`config.mk`:
```
export PLATFORM = sky130hd
export DESIGN_NAME = mssr_cell
export DESIGN_NICKNAME = d
export VERILOG_FILES = /design/src/mssr_pkg.sv /design/src/mssr_cell.sv
export SDC_FILE = /design/constraint.sdc
export NUM_CORES = 2
export LEC_CHECK = 0
export BUFFER_PORTS_ARGS = -buffer_cell sky130_fd_sc_hd__buf_2
export CAP_MARGIN = 0
export CELL_PAD_IN_SITES_DETAIL_PLACEMENT = 0
export CELL_PAD_IN_SITES_GLOBAL_PLACEMENT = 2
export CORE_MARGIN = 2
export CORE_UTILIZATION = 43
export CTS_CLUSTER_DIAMETER = 200
export DETAILED_ROUTE_END_ITERATION = 12
export PLACE_DENSITY = 0.86
export SYNTH_ARGS = -nofsm -noshare
export SYNTH_HDL_FRONTEND = slang
export SYNTH_SLANG_ARGS = --single-unit
```
`constraint.sdc`:
```
create_clock -name clk -period 0.8 [get_ports clk]
set_input_delay 0.16 -clock clk [delete_from_list [all_inputs] [get_ports clk]]
set_output_delay 0.16 -clock clk [all_outputs]
set_load 0.005 [all_outputs]
```
`src/mssr_pkg.sv`:
```
// shared constants, types and register codes of the minimum-separation step reducer
package mssr_pkg;

	// sizes of the position store and the reduction search
	localparam int MAX_PARTICLES  = 1024;
	localparam int MAX_REDUCTIONS = 15;
	localparam int IDX_W          = $clog2(MAX_PARTICLES);
	localparam int CNT_W          = $clog2(MAX_PARTICLES + 1);
	localparam int NUM_CELLS      = MAX_REDUCTIONS + 1;

	// field widths
	localparam int POS_W  = 32;
	localparam int DATA_W = 32;
	localparam int SQ_W   = 2 * DATA_W;
	localparam int K_W    = 4;

	localparam logic [K_W-1:0] K_MAX = K_W'(MAX_REDUCTIONS);

	// floor(x / 10) for a 32-bit x is (x * RECIP10) >> RECIP_SHIFT
	localparam logic [DATA_W-1:0] RECIP10     = 32'hCCCC_CCCD;
	localparam int                RECIP_SHIFT = 35;

	// configuration port
	localparam int APB_AW      = 3;
	localparam int REG_IDX_LSB = 2;
	localparam int APB_DW      = 32;

	typedef logic [APB_AW-1:REG_IDX_LSB] reg_idx_t;
	localparam reg_idx_t REG_BASE_DIST = 1'd0;
	localparam reg_idx_t REG_INIT_STEP = 1'd1;

	localparam logic [DATA_W-1:0] BASE_DIST_RST = 32'd1678;
	localparam logic [DATA_W-1:0] INIT_STEP_RST = 32'd1000;

	typedef logic signed [POS_W-1:0] pos_t;

	// one slot of the reduction chain
	typedef struct packed {
		logic              valid;
		logic [SQ_W-1:0]   min_sq;
		logic [DATA_W-1:0] thr;
		logic [DATA_W-1:0] step;
		logic [K_W-1:0]    k;
		logic              done;
		logic              sat;
	} cell_t;

	// control from the sequencer to the pair scanner
	typedef struct packed {
		logic start;
		logic clear;
	} scan_ctl_t;

	// status from the pair scanner
	typedef struct packed {
		logic            busy;
		logic [SQ_W-1:0] min_sq;
	} scan_sts_t;

endpackage

```
`src/mssr_cell.sv`:
```
// one cell of the tenfold reduction chain: threshold test and divide by ten
module mssr_cell (
	input  logic            clk,
	input  logic            arst_n,
	input  mssr_pkg::cell_t prev,
	output mssr_pkg::cell_t next
);
	import mssr_pkg::*;

	logic              valid_q;
	cell_t             pay_q;
	cell_t             nxt;
	logic [SQ_W-1:0]   sq;
	logic [SQ_W-1:0]   thr_prod;
	logic [SQ_W-1:0]   step_prod;
	logic              too_close;

	// threshold square and reciprocal products side by side
	assign sq        = SQ_W'(prev.thr) * SQ_W'(prev.thr);
	assign thr_prod  = SQ_W'(prev.thr) * SQ_W'(RECIP10);
	assign step_prod = SQ_W'(prev.step) * SQ_W'(RECIP10);
	assign too_close = (prev.min_sq <= sq);

	// one search step
	always_comb begin
		nxt = prev;
		if (!prev.done) begin
			if (!too_close) begin
				nxt.done = 1'b1;
			end else if (prev.k == K_MAX) begin
				nxt.sat  = 1'b1;
				nxt.done = 1'b1;
			end else begin
				nxt.thr  = DATA_W'(thr_prod >> RECIP_SHIFT);
				nxt.step = DATA_W'(step_prod >> RECIP_SHIFT);
				nxt.k    = prev.k + K_W'(1);
			end
		end
	end

	always_ff @(posedge clk or negedge arst_n) begin
		if (!arst_n) begin
			valid_q <= 1'b0;
		end else begin
			valid_q <= prev.valid;
		end
	end

	always_ff @(posedge clk) begin
		pay_q <= nxt;
	end

	always_comb begin
		next       = pay_q;
		next.valid = valid_q;
	end

endmodule

```
==> run summary <==
vias in the first global route -> 60,223
failing checks -> setup timing
first-pass GRT wire length -> 355,000 um
post-synthesis xor/xnor area fraction -> 2.14%
Worst Path Arrival -> 9.88 ns
GRT Overall Usage -> 29.5%
Mapped Nets -> 9,901
worst setup margin -> -8.61 ns
detailed-route DRC error count -> 0
critical path class -> in -> reg
Cell Area, Synth -> 67,900 um2
Clock Tree Buf Depth -> 2
run status -> finished, violations left
initial core utilization -> 43.4%
initial DRC count -> 2,780
hold_sp -> prev[20]
CP most frequent cell -> fa_1
Cell variety after synth -> 89
Synth area leader -> fa_1
Fin. Hold Viols -> 0
fraction of registers with async set/reset -> 0.741%
Routed Antenna Nets -> 0
DP Wirelength -> 206,000 um
adder-cell share of the synthesized area -> 67.1%
Finished Core Util -> 55.4%
Pins Over Slew Limit -> 0
count leader, synth -> inv_1
max cap viols -> 0
Synth Instances -> 7,095
clock transition at the registers of the reported paths -> 0.08 ns
Setup TNS Final -> -644.41 ns
Hold EP -> next[20]
largest net degree at the start of global routing -> 24
Worst Path Buf+Inv -> 13
Hold Path Stages -> 4
Synth top area share -> 47.7%
routed vias -> 53,431
H-tree levels -> 4
CP max-delay cell -> fa_1
simple-gate share of the synthesized area -> 6.48%
Post-Place Setup Slack -> -10.44 ns
# setup viols final -> 205
crit-path max FO -> 6
Rel. slew slack -> 48.6%
die area -> 161,000 um2
most common library cells after synthesis -> inv_1 (2,353), fa_1 (1,618), ha_1 (1,051)
CTS tree -> done
Std-Cell Rows -> 145
CP Capture Type -> flop
routed len/inst -> 21.1 um
area grow syn2layout -> 27.7%
Via density -> 4.90
initial antenna violation count -> 7
Synth Area in Compound Gates -> 6.33%
sequential share of the synthesized area -> 3.99%
largest family of logic cells by synthesized area -> adder cells
YS warnings -> 0
largest cells by area after synthesis -> fa_1 (48%), ha_1 (19%), inv_1 (13%), dfxtp_1 (3.9%), nand2_1 (2.3%)
CTS Buf Count -> 17
RSZ-0062 raised after global routing -> yes
upper clock frequency limit -> 106 MHz
Tcrit/Tclk final -> 1180%
nets -> 11,629
I/O pins -> 272
Synth Flop Type -> dfxtp_1
Tmin final -> 9.41 ns
Worst EP required -> 1.26 ns
CP startpoint kind -> input port
IO Port Bufs -> 271
number of synthesized flops with an enable pin -> 0
core area -> 157,000 um2
#FFs+latches synth -> 135
clk sink count -> 135
worst slew pin tran -> 0.764 ns
multiplexer area fraction after synthesis -> 0.0921%
fraction of layout instances using a drive strength above 1 -> 24.2%
die width -> 401 um
Syn Area/Cell -> 9.57 um2
Hold Crit Class -> in -> reg
fill cell count -> 14,239
root buffer cell -> clkbuf_16
first drt pass iteration count -> 5
delay-heaviest family, CP -> adder cells
GR Overflow Total -> 0
max incr delay on CP -> 0.52 ns
GP Congestion -> 0.968
Post-Route WL -> 230,000 um
die height -> 401 um
## what timing repair did
action,in CTS,in global routing
pin swaps,47,104
setup buffers,48,18
hold buffers,80,0
gates cloned,6,8
endpoints found under the hold margin,79,0
resized for setup,310,231
endpoints found under the setup margin,205,205
## cells in the final DEF (no fill, tap or decap), drive strengths merged, types with 48 or more instances in the layout
master       count
xor2            74
and2            99
fa            1618
nor2           225
a21oi          182
nand2          411
nand4           48
xnor2           92
dfxtp          134
ha            1051
nand3           55
inv           2359
buf           1768
a21o           132
o21ai          137
dlygate4sd3     80
## registers in the layout, indices dropped and copies added (netlist names)
| signal | cells |
|---|---|
| next | 134 |
| valid_q | 1 |
## layer usage
layer / vias up / GRT usage, % / part of all wire [%]
met1: 27280 / 38.7 / 42
li1: 24534 / - / -
met3: 309 / 4.37 / 5.7
met2: 1300 / 50.3 / 49
met5: - / 0 / 0.022
met4: 8 / 8.98 / 3.4
## worst max path at each step
stage,cells past startpoint,start,end,slack [ns]
2_1_floorplan,40,prev[61],next[3],-8.34
4_1_cts,45,prev[49],next[15],-8.66
3_3_place_gp,44,prev[49],next[3],-10.28
5_1_grt,46,prev[49],next[45],-8.89
3_5_place_dp,43,prev[54],next[3],-10.44
6_report,43,prev[49],next[11],-8.61
## layout make-up
cell class	count	area [um2]	area share (%)
clock inverter	15	201	0.232
inverter	2361	8890	10.3
timing repair buffer	1856	15000	17.3
antenna	2	5.00	0.00577
sequential	135	2830	3.26
clock buffer	17	425	0.491
tap	2058	2570	2.97
multi-input combinational	4452	56800	65.5
## worst min-delay path, cell delays in order
cell,delay (ns)
buf_2,0.15
buf_4,0.18
nand2_4,0.05
o21ai_2,0.04
## logic make-up after synthesis
logic type      count (synthesis)
fa+ha+maj                    2669
buf+inv                      2509
simple gates                  958
compound gates                652
xor+xnor                      166
flops                         135
mux                             6
## per-stage QoR
| step | instance area [um2] | cells | hold slack (ns) |
|---|---|---|---|
| 2_1_floorplan | 68200 | 7095 | -0.136 |
| 3_3_place_gp | 82700 | 10722 | -0.0656 |
| 3_5_place_dp | 82700 | 10722 | -0.0644 |
| 4_1_cts | 85600 | 10882 | 0.000891 |
| 5_1_grt | 86700 | 10894 | 0.00794 |
| 6_report | 86700 | 10896 | 0.0443 |
Power is not shown: default switching activity piles up to over one toggle a cycle in this logic, so the estimate is an artifact.
